**src/hdl/tslg_pkg.sv**
```systemverilog
package tslg_pkg;

    localparam int FS_HZ_DEF       = 48000;
    localparam int SAMPLE_BITS_DEF = 24;
    localparam int SINE_LEN        = 256;

    localparam int PHASE_W = 16;
    localparam int RATE_W  = 10;
    localparam int DEPTH_W = 9;
    localparam int SINE_W  = 8;
    localparam int GAIN_W  = 9;

    localparam int CFG_INDEX_W = 2;
    localparam int CFG_DATA_W  = 10;

    localparam logic [CFG_INDEX_W-1:0] CFG_EFFECT_ENABLE = 2'd0;
    localparam logic [CFG_INDEX_W-1:0] CFG_LFO_RATE      = 2'd1;
    localparam logic [CFG_INDEX_W-1:0] CFG_MOD_DEPTH     = 2'd2;

    localparam int                 RATE_RESET  = 50;
    localparam logic [DEPTH_W-1:0] DEPTH_RESET = 9'd128;

    localparam logic [SINE_W:0]  SINE_MID = 9'd128;
    // x/127 == (x * 66053) >> 23, exact for x < 2**16
    localparam logic [16:0]      RECIP_127   = 17'd66053;
    localparam int               RECIP_SHIFT = 23;
    localparam logic [GAIN_W-1:0] GAIN_MAX   = 9'd256;
    localparam logic [GAIN_W-1:0] GAIN_MIN   = 9'd1;

    localparam int QUEUE_DEPTH = 2;

    typedef struct packed {
        logic                   wr;
        logic [CFG_INDEX_W-1:0] index;
        logic [CFG_DATA_W-1:0]  data;
    } cfg_wr_t;

    localparam logic [SINE_W-1:0] SINE_ROM [0:SINE_LEN-1] = '{
        8'd128, 8'd131, 8'd134, 8'd137, 8'd140, 8'd143, 8'd146, 8'd149,
        8'd152, 8'd155, 8'd158, 8'd161, 8'd164, 8'd167, 8'd170, 8'd173,
        8'd176, 8'd179, 8'd182, 8'd185, 8'd187, 8'd190, 8'd193, 8'd195,
        8'd198, 8'd201, 8'd203, 8'd206, 8'd208, 8'd210, 8'd213, 8'd215,
        8'd217, 8'd219, 8'd222, 8'd224, 8'd226, 8'd228, 8'd230, 8'd231,
        8'd233, 8'd235, 8'd236, 8'd238, 8'd240, 8'd241, 8'd242, 8'd244,
        8'd245, 8'd246, 8'd247, 8'd248, 8'd249, 8'd250, 8'd251, 8'd251,
        8'd252, 8'd253, 8'd253, 8'd254, 8'd254, 8'd254, 8'd254, 8'd254,
        8'd255, 8'd254, 8'd254, 8'd254, 8'd254, 8'd254, 8'd253, 8'd253,
        8'd252, 8'd251, 8'd251, 8'd250, 8'd249, 8'd248, 8'd247, 8'd246,
        8'd245, 8'd244, 8'd242, 8'd241, 8'd240, 8'd238, 8'd236, 8'd235,
        8'd233, 8'd231, 8'd230, 8'd228, 8'd226, 8'd224, 8'd222, 8'd219,
        8'd217, 8'd215, 8'd213, 8'd210, 8'd208, 8'd206, 8'd203, 8'd201,
        8'd198, 8'd195, 8'd193, 8'd190, 8'd187, 8'd185, 8'd182, 8'd179,
        8'd176, 8'd173, 8'd170, 8'd167, 8'd164, 8'd161, 8'd158, 8'd155,
        8'd152, 8'd149, 8'd146, 8'd143, 8'd140, 8'd137, 8'd134, 8'd131,
        8'd128, 8'd124, 8'd121, 8'd118, 8'd115, 8'd112, 8'd109, 8'd106,
        8'd103, 8'd100, 8'd97,  8'd94,  8'd91,  8'd88,  8'd85,  8'd82,
        8'd79,  8'd76,  8'd73,  8'd70,  8'd68,  8'd65,  8'd62,  8'd60,
        8'd57,  8'd54,  8'd52,  8'd49,  8'd47,  8'd45,  8'd42,  8'd40,
        8'd38,  8'd36,  8'd33,  8'd31,  8'd29,  8'd27,  8'd25,  8'd24,
        8'd22,  8'd20,  8'd19,  8'd17,  8'd15,  8'd14,  8'd13,  8'd11,
        8'd10,  8'd9,   8'd8,   8'd7,   8'd6,   8'd5,   8'd4,   8'd4,
        8'd3,   8'd2,   8'd2,   8'd1,   8'd1,   8'd1,   8'd1,   8'd1,
        8'd1,   8'd1,   8'd1,   8'd1,   8'd1,   8'd1,   8'd2,   8'd2,
        8'd3,   8'd4,   8'd4,   8'd5,   8'd6,   8'd7,   8'd8,   8'd9,
        8'd10,  8'd11,  8'd13,  8'd14,  8'd15,  8'd17,  8'd19,  8'd20,
        8'd22,  8'd24,  8'd25,  8'd27,  8'd29,  8'd31,  8'd33,  8'd36,
        8'd38,  8'd40,  8'd42,  8'd45,  8'd47,  8'd49,  8'd52,  8'd54,
        8'd57,  8'd60,  8'd62,  8'd65,  8'd68,  8'd70,  8'd73,  8'd76,
        8'd79,  8'd82,  8'd85,  8'd88,  8'd91,  8'd94,  8'd97,  8'd100,
        8'd103, 8'd106, 8'd109, 8'd112, 8'd115, 8'd118, 8'd121, 8'd124
    };

endpackage

```
**src/hdl/tslg_queue.sv**
```systemverilog
module tslg_queue #(
    parameter int DATA_W = tslg_pkg::SAMPLE_BITS_DEF + tslg_pkg::SINE_W + 1
) (
    input  logic              aclk,
    input  logic              aresetn,
    input  logic              push_valid,
    output logic              push_ready,
    input  logic [DATA_W-1:0] push_data,
    output logic              pop_valid,
    input  logic              pop_ready,
    output logic [DATA_W-1:0] pop_data
);

    localparam int DEPTH = tslg_pkg::QUEUE_DEPTH;
    localparam int PTR_W = (DEPTH > 1) ? $clog2(DEPTH) : 1;
    localparam int CNT_W = $clog2(DEPTH + 1);
    localparam logic [PTR_W-1:0] PTR_LAST = PTR_W'(DEPTH - 1);
    localparam logic [CNT_W-1:0] CNT_FULL = CNT_W'(DEPTH);

    logic [DATA_W-1:0] mem [0:DEPTH-1];
    logic [PTR_W-1:0]  wr_ptr_reg, wr_ptr_next;
    logic [PTR_W-1:0]  rd_ptr_reg, rd_ptr_next;
    logic [CNT_W-1:0]  cnt_reg, cnt_next;
    logic              do_push, do_pop;

    assign push_ready = (cnt_reg != CNT_FULL);
    assign pop_valid  = (cnt_reg != '0);
    assign pop_data   = mem[rd_ptr_reg];
    assign do_push    = push_valid && push_ready;
    assign do_pop     = pop_valid && pop_ready;

    always_comb begin
        wr_ptr_next = wr_ptr_reg;
        rd_ptr_next = rd_ptr_reg;
        cnt_next    = cnt_reg;
        if (do_push) begin
            wr_ptr_next = (wr_ptr_reg == PTR_LAST) ? '0 : wr_ptr_reg + 1'b1;
        end
        if (do_pop) begin
            rd_ptr_next = (rd_ptr_reg == PTR_LAST) ? '0 : rd_ptr_reg + 1'b1;
        end
        if (do_push && !do_pop) begin
            cnt_next = cnt_reg + 1'b1;
        end else if (do_pop && !do_push) begin
            cnt_next = cnt_reg - 1'b1;
        end
    end

    always_ff @(posedge aclk) begin
        if (!aresetn) begin
            wr_ptr_reg <= '0;
            rd_ptr_reg <= '0;
            cnt_reg    <= '0;
        end else begin
            wr_ptr_reg <= wr_ptr_next;
            rd_ptr_reg <= rd_ptr_next;
            cnt_reg    <= cnt_next;
        end
    end

    always_ff @(posedge aclk) begin
        if (do_push) begin
            mem[wr_ptr_reg] <= push_data;
        end
    end

endmodule

```
**src/hdl/tslg_step_div.sv**
```systemverilog
// Phase step: step = (rate << 16) / (FS_HZ * 10), by a multiply with the rounded-up
// reciprocal of the divisor; the new step is registered and valid in the cycle after start.
module tslg_step_div #(
    parameter int FS_HZ = tslg_pkg::FS_HZ_DEF
) (
    input  logic                         aclk,
    input  logic                         aresetn,
    input  logic                         start,
    input  logic [tslg_pkg::RATE_W-1:0]  rate,
    output logic                         busy,
    output logic                         done,
    output logic [tslg_pkg::PHASE_W-1:0] step
);

    localparam logic [63:0] DIVISOR     = 64'(FS_HZ) * 64'd10;
    localparam int          RECIP_SHIFT = 31;
    localparam int          RECIP_W     = 31;
    localparam int          PROD_W      = tslg_pkg::RATE_W + RECIP_W;
    localparam int          QUO_W       = PROD_W - RECIP_SHIFT;
    // ceil(2**47 / DIVISOR); exact while rate * DIVISOR < 2**31
    localparam logic [63:0] RECIP_FULL =
        ((64'd1 << (RECIP_SHIFT + tslg_pkg::PHASE_W)) + DIVISOR - 64'd1) / DIVISOR;
    localparam logic [RECIP_W-1:0] RECIP = RECIP_FULL[RECIP_W-1:0];

    logic                         busy_reg, busy_next;
    logic [tslg_pkg::PHASE_W-1:0] step_reg, step_next;
    logic [PROD_W-1:0]            prod;
    logic [QUO_W-1:0]             quo;

    always_comb begin
        prod = {{(PROD_W - tslg_pkg::RATE_W){1'b0}}, rate} *
               {{(PROD_W - RECIP_W){1'b0}}, RECIP};
        quo  = prod[PROD_W-1:RECIP_SHIFT];

        busy_next = start;
        step_next = step_reg;
        if (start) begin
            // a nonzero rate never gives a zero step
            if ((quo == '0) && (rate != '0)) begin
                step_next = tslg_pkg::PHASE_W'(1);
            end else begin
                step_next = {{(tslg_pkg::PHASE_W - QUO_W){1'b0}}, quo};
            end
        end
    end

    always_ff @(posedge aclk) begin
        if (!aresetn) begin
            busy_reg <= 1'b0;
        end else begin
            busy_reg <= busy_next;
        end
    end

    always_ff @(posedge aclk) begin
        step_reg <= step_next;
    end

    assign busy = busy_reg;
    // the step is valid during the single busy cycle
    assign done = busy_reg;
    assign step = step_reg;

endmodule

```
**src/hdl/tslg_front.sv**
```systemverilog
// Intake: takes samples, advances the LFO phase while the effect is enabled and looks up the sine for each word.
module tslg_front #(
    parameter int SAMPLE_BITS = tslg_pkg::SAMPLE_BITS_DEF,
    parameter int FS_HZ       = tslg_pkg::FS_HZ_DEF
) (
    input  logic                                  aclk,
    input  logic                                  aresetn,
    input  tslg_pkg::cfg_wr_t                     cfg,
    input  logic                                  s_valid,
    output logic                                  s_ready,
    input  logic [SAMPLE_BITS-1:0]                s_sample_in,
    input  logic                                  div_busy,
    input  logic                                  div_done,
    input  logic [tslg_pkg::PHASE_W-1:0]          div_step,
    output logic                                  push_valid,
    input  logic                                  push_ready,
    output logic [SAMPLE_BITS+tslg_pkg::SINE_W:0] push_data
);

    localparam int unsigned STEP_RAW =
        (tslg_pkg::RATE_RESET * tslg_pkg::SINE_LEN * 256) / (FS_HZ * 10);
    localparam logic [tslg_pkg::PHASE_W-1:0] STEP_RESET =
        ((STEP_RAW == 0) && (tslg_pkg::RATE_RESET > 0)) ? tslg_pkg::PHASE_W'(1)
                                                        : tslg_pkg::PHASE_W'(STEP_RAW);

    logic                          enable_reg, enable_next;
    logic [tslg_pkg::PHASE_W-1:0]  phase_reg, phase_next;
    logic [tslg_pkg::PHASE_W-1:0]  step_reg, step_next;
    logic [tslg_pkg::PHASE_W-1:0]  phase_sum;
    logic [tslg_pkg::SINE_W-1:0]   sine;
    logic                          accept;

    assign s_ready    = push_ready && !div_busy;
    assign push_valid = s_valid && !div_busy;
    assign accept     = s_valid && s_ready;

    assign phase_sum = phase_reg + step_reg;
    assign sine      = tslg_pkg::SINE_ROM[phase_sum[tslg_pkg::PHASE_W-1 -: tslg_pkg::SINE_W]];
    assign push_data = {!enable_reg, sine, s_sample_in};

    always_comb begin
        enable_next = enable_reg;
        phase_next  = phase_reg;
        step_next   = step_reg;
        if (cfg.wr && (cfg.index == tslg_pkg::CFG_EFFECT_ENABLE)) begin
            enable_next = cfg.data[0];
        end
        if (div_done) begin
            step_next = div_step;
        end
        if (accept && enable_reg) begin
            phase_next = phase_sum;
        end
    end

    always_ff @(posedge aclk) begin
        if (!aresetn) begin
            enable_reg <= 1'b0;
            phase_reg  <= '0;
            step_reg   <= STEP_RESET;
        end else begin
            enable_reg <= enable_next;
            phase_reg  <= phase_next;
            step_reg   <= step_next;
        end
    end

endmodule

```
**src/hdl/tslg_back.sv**
```systemverilog
// Gain and scale: one word at a time through a short sequence of registered steps.
module tslg_back #(
    parameter int SAMPLE_BITS = tslg_pkg::SAMPLE_BITS_DEF
) (
    input  logic                                  aclk,
    input  logic                                  aresetn,
    input  tslg_pkg::cfg_wr_t                     cfg,
    input  logic                                  pop_valid,
    output logic                                  pop_ready,
    input  logic [SAMPLE_BITS+tslg_pkg::SINE_W:0] pop_data,
    output logic                                  m_valid,
    input  logic                                  m_ready,
    output logic [SAMPLE_BITS-1:0]                m_sample_out
);

    localparam int ENTRY_W = SAMPLE_BITS + tslg_pkg::SINE_W + 1;
    localparam int MOD_W   = tslg_pkg::SINE_W + 1 + tslg_pkg::DEPTH_W + 1;
    localparam int MAG_W   = 16;
    localparam int RPROD_W = MAG_W + 17;
    localparam int SUM_W   = tslg_pkg::DEPTH_W + 3;
    localparam int PROD_W  = SAMPLE_BITS + tslg_pkg::GAIN_W + 1;

    localparam logic [1:0] ST_IDLE = 2'd0;
    localparam logic [1:0] ST_DIV  = 2'd1;
    localparam logic [1:0] ST_GAIN = 2'd2;
    localparam logic [1:0] ST_MUL  = 2'd3;

    logic [1:0]                    state_reg, state_next;
    logic                          m_valid_reg, m_valid_next;
    logic [SAMPLE_BITS-1:0]        out_reg, out_next;
    logic [tslg_pkg::DEPTH_W-1:0]  depth_reg, depth_next;
    logic [SAMPLE_BITS-1:0]        sample_reg, sample_next;
    logic [MAG_W-1:0]              mag_reg, mag_next;
    logic                          neg_reg, neg_next;
    logic [tslg_pkg::DEPTH_W-1:0]  quo_reg, quo_next;
    logic [tslg_pkg::GAIN_W-1:0]   gain_reg, gain_next;

    logic                          head_bypass;
    logic [tslg_pkg::SINE_W-1:0]   head_sine;
    logic signed [tslg_pkg::SINE_W:0] off;
    logic signed [MOD_W-1:0]       modp;
    logic [MOD_W-1:0]              modp_abs;
    logic [RPROD_W-1:0]            rprod;
    logic signed [SUM_W-1:0]       quo_s, gain_raw;
    logic signed [PROD_W-1:0]      prod;
    logic                          out_free, take;

    assign head_bypass = pop_data[ENTRY_W-1];
    assign head_sine   = pop_data[SAMPLE_BITS +: tslg_pkg::SINE_W];

    assign out_free  = !m_valid_reg || m_ready;
    assign take      = pop_valid &&
                       ((state_reg == ST_IDLE) || ((state_reg == ST_MUL) && out_free));
    assign pop_ready = take;

    always_comb begin
        off      = $signed({1'b0, head_sine}) - $signed(tslg_pkg::SINE_MID);
        modp     = off * $signed({1'b0, depth_reg});
        modp_abs = modp[MOD_W-1] ? -modp : modp;

        rprod = {{(RPROD_W - MAG_W){1'b0}}, mag_reg} *
                {{(RPROD_W - 17){1'b0}}, tslg_pkg::RECIP_127};

        quo_s    = neg_reg ? -$signed({3'b000, quo_reg}) : $signed({3'b000, quo_reg});
        gain_raw = SUM_W'(256) - $signed({3'b000, depth_reg}) + quo_s;

        prod = $signed(sample_reg) * $signed({1'b0, gain_reg});
    end

    always_comb begin
        state_next   = state_reg;
        m_valid_next = m_valid_reg;
        out_next     = out_reg;
        depth_next   = depth_reg;
        sample_next  = sample_reg;
        mag_next     = mag_reg;
        neg_next     = neg_reg;
        quo_next     = quo_reg;
        gain_next    = gain_reg;

        if (cfg.wr && (cfg.index == tslg_pkg::CFG_MOD_DEPTH)) begin
            depth_next = cfg.data[tslg_pkg::DEPTH_W-1:0];
        end

        if (m_valid_reg && m_ready) begin
            m_valid_next = 1'b0;
        end

        case (state_reg)
            ST_IDLE: begin
            end
            ST_DIV: begin
                quo_next   = rprod[tslg_pkg::RECIP_SHIFT +: tslg_pkg::DEPTH_W];
                state_next = ST_GAIN;
            end
            ST_GAIN: begin
                if (gain_raw > $signed(SUM_W'(tslg_pkg::GAIN_MAX))) begin
                    gain_next = tslg_pkg::GAIN_MAX;
                end else if (gain_raw < $signed(SUM_W'(tslg_pkg::GAIN_MIN))) begin
                    gain_next = tslg_pkg::GAIN_MIN;
                end else begin
                    gain_next = gain_raw[tslg_pkg::GAIN_W-1:0];
                end
                state_next = ST_MUL;
            end
            ST_MUL: begin
                if (out_free) begin
                    // arithmetic shift by 8 rounds toward minus infinity
                    out_next     = prod[SAMPLE_BITS+7:8];
                    m_valid_next = 1'b1;
                    state_next   = ST_IDLE;
                end
            end
            default: begin
                state_next = ST_IDLE;
            end
        endcase

        if (take) begin
            sample_next = pop_data[SAMPLE_BITS-1:0];
            if (head_bypass) begin
                gain_next  = tslg_pkg::GAIN_MAX;
                state_next = ST_MUL;
            end else begin
                mag_next   = modp_abs[MAG_W-1:0];
                neg_next   = modp[MOD_W-1];
                state_next = ST_DIV;
            end
        end
    end

    always_ff @(posedge aclk) begin
        if (!aresetn) begin
            state_reg   <= ST_IDLE;
            m_valid_reg <= 1'b0;
            depth_reg   <= tslg_pkg::DEPTH_RESET;
        end else begin
            state_reg   <= state_next;
            m_valid_reg <= m_valid_next;
            depth_reg   <= depth_next;
        end
    end

    always_ff @(posedge aclk) begin
        out_reg    <= out_next;
        sample_reg <= sample_next;
        mag_reg    <= mag_next;
        neg_reg    <= neg_next;
        quo_reg    <= quo_next;
        gain_reg   <= gain_next;
    end

    assign m_valid      = m_valid_reg;
    assign m_sample_out = out_reg;

endmodule

```
**src/hdl/tremolo_sine_lfo_gain.sv**
```systemverilog
// channel   dir  handshake            payload
// s_        in   s_valid / s_ready    s_sample_in  (signed sample)
// m_        out  m_valid / m_ready    m_sample_out (signed sample)
// cfg_      in   cfg_valid/cfg_ready  cfg_index, cfg_data
//
// Tremolo words: queue, then depth product, divide by 127 through a reciprocal multiply,
// gain clamp, sample multiply; a new word is taken only when the last one leaves the multiply.
// Bypass words go straight to the multiply, one word per cycle sustained while m_ready is high.
// A 2-word queue lets intake run ahead while the output register is stalled.
// A lfo_rate write holds cfg_ready and s_ready low for one cycle while the step loads.
// Reset is synchronous, active low; no memory clearing is needed.
module tremolo_sine_lfo_gain #(
    parameter int FS_HZ       = tslg_pkg::FS_HZ_DEF,
    parameter int SAMPLE_BITS = tslg_pkg::SAMPLE_BITS_DEF
) (
    input  logic                             aclk,
    input  logic                             aresetn,
    input  logic                             cfg_valid,
    output logic                             cfg_ready,
    input  logic [tslg_pkg::CFG_INDEX_W-1:0] cfg_index,
    input  logic [tslg_pkg::CFG_DATA_W-1:0]  cfg_data,
    input  logic                             s_valid,
    output logic                             s_ready,
    input  logic [SAMPLE_BITS-1:0]           s_sample_in,
    output logic                             m_valid,
    input  logic                             m_ready,
    output logic [SAMPLE_BITS-1:0]           m_sample_out
);

    localparam int ENTRY_W = SAMPLE_BITS + tslg_pkg::SINE_W + 1;

    tslg_pkg::cfg_wr_t              cfg;
    logic                           div_busy, div_done, div_start;
    logic [tslg_pkg::PHASE_W-1:0]   div_step;
    logic                           push_valid, push_ready, pop_valid, pop_ready;
    logic [ENTRY_W-1:0]             push_data, pop_data;

    assign cfg_ready = !div_busy;
    assign cfg.wr    = cfg_valid && cfg_ready;
    assign cfg.index = cfg_index;
    assign cfg.data  = cfg_data;
    assign div_start = cfg.wr && (cfg.index == tslg_pkg::CFG_LFO_RATE);

    tslg_step_div #(
        .FS_HZ(FS_HZ)
    ) u_step_div (
        .aclk   (aclk),
        .aresetn(aresetn),
        .start  (div_start),
        .rate   (cfg_data[tslg_pkg::RATE_W-1:0]),
        .busy   (div_busy),
        .done   (div_done),
        .step   (div_step)
    );

    tslg_front #(
        .SAMPLE_BITS(SAMPLE_BITS),
        .FS_HZ      (FS_HZ)
    ) u_front (
        .aclk       (aclk),
        .aresetn    (aresetn),
        .cfg        (cfg),
        .s_valid    (s_valid),
        .s_ready    (s_ready),
        .s_sample_in(s_sample_in),
        .div_busy   (div_busy),
        .div_done   (div_done),
        .div_step   (div_step),
        .push_valid (push_valid),
        .push_ready (push_ready),
        .push_data  (push_data)
    );

    tslg_queue #(
        .DATA_W(ENTRY_W)
    ) u_queue (
        .aclk      (aclk),
        .aresetn   (aresetn),
        .push_valid(push_valid),
        .push_ready(push_ready),
        .push_data (push_data),
        .pop_valid (pop_valid),
        .pop_ready (pop_ready),
        .pop_data  (pop_data)
    );

    tslg_back #(
        .SAMPLE_BITS(SAMPLE_BITS)
    ) u_back (
        .aclk        (aclk),
        .aresetn     (aresetn),
        .cfg         (cfg),
        .pop_valid   (pop_valid),
        .pop_ready   (pop_ready),
        .pop_data    (pop_data),
        .m_valid     (m_valid),
        .m_ready     (m_ready),
        .m_sample_out(m_sample_out)
    );

endmodule

```
**config.mk**
```make
export PLATFORM = sky130hd
export DESIGN_NAME = tremolo_sine_lfo_gain
export DESIGN_NICKNAME = d
export VERILOG_FILES = /design/src/hdl/tslg_pkg.sv /design/src/hdl/tslg_queue.sv /design/src/hdl/tslg_step_div.sv /design/src/hdl/tslg_front.sv /design/src/hdl/tslg_back.sv /design/src/hdl/tremolo_sine_lfo_gain.sv
export SDC_FILE = /design/constraint.sdc
export NUM_CORES = 1
export LEC_CHECK = 0
export ABC_AREA = 1
export ABC_CLOCK_PERIOD_IN_PS = 6900
export BUFFER_PORTS_ARGS = -buffer_cell sky130_fd_sc_hd__buf_4
export CAP_MARGIN = 15
export CORE_MARGIN = 2
export CORE_UTILIZATION = 60
export DETAILED_ROUTE_END_ITERATION = 8
export GPL_ROUTABILITY_DRIVEN = 0
export PLACE_DENSITY = 0.77
export SETUP_SLACK_MARGIN = 0.05
export SYNTH_ARGS = -nofsm -noshare
export SYNTH_HDL_FRONTEND = slang
export SYNTH_HIERARCHICAL = 1
export SYNTH_SLANG_ARGS = --single-unit
```
**constraint.sdc**
```tcl
create_clock -name aclk -period 6.9 [get_ports aclk]
set_input_delay 0.345 -clock aclk [delete_from_list [all_inputs] [get_ports aclk]]
set_output_delay 0.345 -clock aclk [all_outputs]
set_load 0.03 [all_outputs]
```
==> results_dict.tcl, run 1 <==
set metrics [dict create \
    status "finished, final reports clean" \
    cts_tree "done" \
    num_rows 81 \
    path_clk_slew_ns 0.06 \
    mostFrequentLayoutCells "nand2_1, inv_1, ha_1" \
    synth-seq-cells 208 \
    syn-cell-area_um2 29800 \
    ys_top_cells_by_area "fa_1, ha_1, edfxtp_1, nand2_1, inv_1" \
    largest_reg_flops 66 \
    htreeDepth 1 \
    muxShareOfSynthArea_pct 1.62 \
    critical_path.max_stage_delay_ns 0.57 \
    pin_count 68 \
    numCtsBuffers 25 \
    clockBufferDepth 3 \
    path_buf_inv 6 \
    synth_largest_area_cell "fa_1" \
    synth_edf_count 148 \
    synth_flop_cell "edfxtp_1" \
    firstDrtPassIters 8 \
    fp.dieH_um 227 \
    yosysSeqAreaShare_pct 18.9 \
    critPathCaptureType "register" \
    cts.sinks 208 \
    ys_warn_count 6 \
    tightest_slew_ns 1.05 \
    rsz0062_at_grt "no" \
    wire_per_inst_um 14.9 \
    min_period_over_period_pct 83.1 \
    path_class "reg -> reg" \
    fmax_mhz 174 \
    clock_skew_ns 0.0141 \
    grt_max_degree 46 \
    netlist.area_leader.share_pct 21.1 \
    drc 0 \
    reg2reg_from "u_queue/mem[0][31]" \
    synth_top_family_by_area "adder cells" \
    dieArea_um2 51500 \
    finalSetupViolCount 0 \
    antenna_found_initial 2 \
    holdCritStartpoint "cfg_index[0]" \
    vias 23400 \
    synth-adder-area-share_pct 36.7 \
    grt_pass1_wl_mm 112 \
    core_um2 49000 \
    synthCells 3788 \
    yosys.area_share.simple_pct 21.3 \
    finalSetupTns_ns 0 \
    fill_cells 4199 \
    hold_path.class "in -> reg" \
    path_max_fanout 14 \
    synthArstFlopShare_pct 0 \
    startpoint "u_queue/mem[0][31]" \
    crit_chain "mux2_4 > inv_1 > nand2_1 > fa_1 > fa_1 > inv_1 > fa_1 > fa_1 > inv_1 > fa_1 > inv_1 > ha_1 > inv_2 > o21bai_1 > nand2_1 > nand3_1 > xnor2_1 > nand3_1 > nor2_1 > nand3_1 > nand2_1 > nand2_1 > nand2_1 > inv_1" \
    cts_setup_buffers 0 \
    fin_nets 4513 \
    totalWireLength_mm 66.7 \
    cp-start-kind "register" \
    slowest_stage "fa_1" \
    dieWidth_um 227 \
    area_growth_pct 5.61 \
    place_area_um2 30500 \
    drive_gt1_share_pct 6.18 \
    drt_iter0_markers 1559 \
    clk_latency_ns 0.56 \
    cp.required_ns 7.21 \
    clockRootBuffer "clkbuf_16" \
    critPathArrivalTime_ns 6.05 \
    stdcell_area_um2 31500 \
    ctsHoldBuffers 24 \
    start_util_pct 60.9 \
    slew_violations 0 \
    via_per_inst 5.23 \
    synthXorXnorAreaFrac_pct 2.67 \
    antenna_left 0 \
    path_delay_family "adder cells" \
    maxCapViolations 0 \
    io_buffers 67 \
    ctsResizeCount 0 \
    max_slew_margin_pct 29.9 \
    synth_cell_types 62 \
    final_common_cell "nand2_1" \
    layout_min_cycle_time_ns 5.74 \
    synth_compound_area_share_pct 5.52 \
    hold_viol 0 \
    seq_area_um2 5650 \
    multiInputGateArea_um2 20200 \
    grt_usage_pct 27.0 \
    grt_pass1_vias 23600 \
    dp_hpwl_mm 53.7 \
    avgSynthCellArea_um2 7.87 \
    grt-ovfl-total 0 \
]
routing by layer:
metal  part of all wire (%)  track usage [%]
met1                     44             35.7
met2                     47             45.9
met3                    5.9             3.67
met4                    3.3             8.45
met5                  0.036                0
Yosys cell counts, drive strengths merged, types with 4 or more instances:
cell    number
a21o        11
a21oi      146
a31oi        7
buf         70
clkbuf      65
dfxtp       60
edfxtp     148
fa         314
ha         372
inv        840
mux2        33
nand2      978
nand3      188
nand3b       7
nand4       35
nor2       255
nor3        24
nor4         4
o211ai      12
o21ai       91
o21bai      13
or2          4
xnor2       30
xor2        58
layout make-up:
type                    instances  area share [%]
diodes                          1         0.00795
clock buffers                  31            2.06
flip-flops and latches        208            17.9
multi-input cells            2610            64.3
repair buffers                 99            2.55
well taps                     664            2.64
inverters                     842            10.0
clock inverters                14           0.461
cell families after synthesis:
group / after synthesis
simple gates: 1502
buf+inv: 977
fa+ha+maj: 686
compound gates: 293
flops: 208
xor+xnor: 88
mux: 33
other cells: 1
worst register-to-register path: cells and delay by family, from the launching register on:
family          cells  cell delay [ns]
xor+xnor            1             0.33
buf+inv             6             0.55
fa+ha+maj           6             2.95
compound gates      1             0.10
mux                 1             0.37
flops               1             0.37
simple gates        9             0.86
metrics by stage:
stage	setup slack, ns	util (%)	std cells	hold WS, ns
floorplan	1.35	-	3795	0.433
CTS	1.15	64.3	4468	0.0979
detailed placement	1.17	62.2	4399	0.457
global route	0.818	64.3	4468	0.140
global placement	1.28	62.2	4399	0.454
finish	1.16	64.3	4469	0.132
final timing paths:
path | endpoint | slack [ns] | cells after the start
setup / recovery | u_back/mag_reg[15] | 1.16 | 24
hold / removal | u_front/enable_reg | 0.13 | 4
setup reg to reg | u_back/mag_reg[15] | 1.16 | 24
hold reg to reg | u_front/step_reg[2] | 0.47 | 2
Power of run 1 is not shown: default switching activity piles up to over one toggle a cycle in this logic, so the estimate is an artifact.
==> run 2: changes to the inputs <==
--- a/config.mk
+++ b/config.mk
@@ -5,15 +5,15 @@
 export SDC_FILE = /design/constraint.sdc
 export NUM_CORES = 1
 export LEC_CHECK = 0
-export ABC_AREA = 1
-export ABC_CLOCK_PERIOD_IN_PS = 6900
+export ABC_AREA = 0
+export ABC_CLOCK_PERIOD_IN_PS = 5200
 export BUFFER_PORTS_ARGS = -buffer_cell sky130_fd_sc_hd__buf_4
 export CAP_MARGIN = 15
 export CORE_MARGIN = 2
-export CORE_UTILIZATION = 60
+export CORE_UTILIZATION = 59
 export DETAILED_ROUTE_END_ITERATION = 8
 export GPL_ROUTABILITY_DRIVEN = 0
-export PLACE_DENSITY = 0.77
+export PLACE_DENSITY = 0.79
 export SETUP_SLACK_MARGIN = 0.05
 export SYNTH_ARGS = -nofsm -noshare
 export SYNTH_HDL_FRONTEND = slang
==> constraint.sdc (replaced) <==
create_clock -name aclk -period 5.2 [get_ports aclk]
set_input_delay 0.26 -clock aclk [delete_from_list [all_inputs] [get_ports aclk]]
set_output_delay 0.26 -clock aclk [all_outputs]
set_load 0.03 [all_outputs]
==> run 2 against run 1 <==
Effect of this change: the run now ends with negative setup slack left; die area shrank 5.5%; routed wire length grew 11%; synthesized area shrank 7.1%; final cell count shrank 15%; non-clock buffer count grew 331; worst setup slack lost 1.5 ns; final area grew 5.2%; clock skew shrank 0.00088 ns; worst hold slack lost 0.034 ns; sequential share of layout area shrank 0.82 points; utilization grew 7.0 points.
==> results_dict.tcl, run 2 <==
set metrics [dict create \
    rsz0062_at_grt "yes" \
    netlist.area_leader.share_pct 22.7 \
    synth_cell_types 101 \
    synth_largest_area_cell "fa_1" \
    finalSetupViolCount 36 \
    firstDrtPassIters 7 \
    layout_min_cycle_time_ns 5.58 \
    area_growth_pct 19.6 \
    path_max_fanout 8 \
    path_clk_slew_ns 0.06 \
    pin_count 68 \
    num_rows 79 \
    final_common_cell "inv_1" \
    yosys.area_share.simple_pct 14.1 \
    antenna_left 0 \
    drive_gt1_share_pct 22.3 \
    core_um2 46500 \
    synth-adder-area-share_pct 39.5 \
    critPathCaptureType "register" \
    yosysMostFrequentCell "inv_1" \
    grt_pass1_vias 24100 \
    finalSetupTns_ns -9.07 \
    synth_flop_cell "edfxtp_1" \
    htreeDepth 1 \
    p_leak_nw 16.2 \
    fill_cells 3043 \
    dieWidth_um 221 \
    clk_latency_ns 0.56 \
    dieArea_um2 48700 \
    start_util_pct 59.6 \
    cp.required_ns 5.50 \
    largest_reg_flops 66 \
    clockBufferDepth 3 \
    clock_skew_ns 0.0132 \
    stdcell_area_um2 33100 \
    dp_hpwl_mm 54.4 \
    mostFrequentLayoutCells "inv_1, buf_4, ha_1" \
    synthXorXnorAreaFrac_pct 3.42 \
    grt_usage_pct 30.3 \
    setup_ws_ns -0.383 \
    multiInputGateArea_um2 20800 \
    synth_compound_area_share_pct 11.7 \
    synthArstFlopShare_pct 0 \
    wire_per_inst_um 19.6 \
    violations "negative setup slack" \
    numCtsBuffers 24 \
    min_period_over_period_pct 107 \
    status "finished, violations left" \
    grt_pass1_wl_mm 118 \
    drc 0 \
    cts.sinks 208 \
    place_area_um2 30700 \
    holdCritStartpoint "aresetn" \
    hold_viol 0 \
    fp.dieH_um 221 \
    slew_violations 0 \
    totalWireLength_mm 74.3 \
    via_per_inst 6.00 \
    path_class "reg -> reg" \
    cp-start-kind "register" \
    antenna_found_initial 3 \
    seq_area_um2 5670 \
    peakVddDrop_v 0.000558 \
    maxCapViolations 0 \
    fmax_mhz 179 \
    clockRootBuffer "clkbuf_16" \
    yosysSeqAreaShare_pct 20.4 \
    syn-cell-area_um2 27700 \
    fin_nets 3896 \
    cts_tree "done" \
    ys_top_cells_by_area "fa_1, ha_1, edfxtp_1, inv_1, dfxtp_1" \
    tightest_slew_ns 1.09 \
    ys_top_cells_by_count "inv_1, ha_1, fa_1" \
    synthCells 2841 \
    final_util_pct 71.3 \
    synth_edf_count 148 \
    synth_top_family_by_area "adder cells" \
    hold_path.class "in -> reg" \
    io_buffers 67 \
    drt_iter0_markers 2221 \
    grt_max_degree 52 \
    powerDensity_nw_per_um2 471 \
    vias 22800 \
    avgSynthCellArea_um2 9.75 \
    grt-ovfl-total 0 \
    max_slew_margin_pct 27.2 \
    synth-seq-cells 208 \
    critPathArrivalTime_ns 5.88 \
    ys_warn_count 6 \
    muxShareOfSynthArea_pct 2.58 \
]
## run 2: logic make-up after synthesis
family | Yosys count
flip-flops | 208
AO/OA/AOI/OAI | 462
multiplexers | 66
adder cells (fa/ha/maj) | 686
XOR/XNOR | 105
other | 1
AND/OR/NAND/NOR | 754
buffers and inverters | 559
## run 2: area by class of cell
| cell class | instances | area share, % |
|---|---|---|
| multi-input cells | 2081 | 62.7 |
| flip-flops and latches | 208 | 17.1 |
| repair buffers | 430 | 10.6 |
| inverters | 424 | 4.81 |
| well taps | 607 | 2.29 |
| clock buffers | 27 | 1.85 |
| clock inverters | 17 | 0.567 |
| diodes | 1 | 0.00756 |
## run 2: power by group
part	internal [W]	total (W)	leakage, nW	switching, W
combinational	0.00537	0.0113	14.0	0.00593
sequential	0.00231	0.00260	1.86	0.000291
clock	0.000966	0.00170	0.372	0.000737
## run 2: what timing repair did
| action | 4_1_cts | 5_1_grt |
|---|---|---|
| endpoints found under the setup margin | 36 | 40 |
| resized for setup | 129 | 87 |
| setup buffers | 40 | 26 |
| hold buffers | 24 | 0 |
| pin swaps | 120 | 86 |
| endpoints found under the hold margin | 48 | 0 |
| gates cloned | 2 | 0 |
## run 2: per-layer routing
layer	vias up	global-route usage [%]	wire length, um
met5	-	0	26
met4	4	13.2	3720
met3	310	4.91	5540
met2	1093	53.5	37300
met1	11100	36.6	27700
li1	10200	-	-
## run 2: critical path, cell delays in order (launching register included)
cell	delay (ns)
dfxtp_4	0.43
mux2_4	0.35
buf_6	0.13
nand2_4	0.06
fa_1	0.44
fa_1	0.53
inv_2	0.04
fa_1	0.48
fa_1	0.49
inv_1	0.05
fa_1	0.48
inv_2	0.04
ha_4	0.17
buf_6	0.11
nor3_4	0.13
o21ai_2	0.10
a31o_4	0.24
o41ai_4	0.24
mux2i_2	0.33
nand2_4	0.14
a21boi_2	0.19
xor2_1	0.15
## run 2: final timing paths
check	to	slack (ns)	depth (start not counted)
min reg2reg	u_front/step_reg[2]	0.47	2
max reg2reg	u_back/mag_reg[12]	-0.38	21
min	u_front/step_reg[2]	0.1	2
max	u_back/mag_reg[12]	-0.38	21
## run 2: through the flow
step | power [W] | setup WS (ns) | instances | hold slack [ns]
2_1_floorplan | 0.00894 | -0.480 | 2848 | 0.382
3_3_place_gp | 0.0120 | -0.403 | 3664 | 0.445
3_5_place_dp | 0.0125 | -0.555 | 3664 | 0.449
4_1_cts | 0.0149 | -0.347 | 3773 | 0.0811
5_1_grt | 0.0168 | -0.588 | 3795 | 0.110
6_report | 0.0156 | -0.383 | 3795 | 0.0977
(Power assumes the default switching activity.)
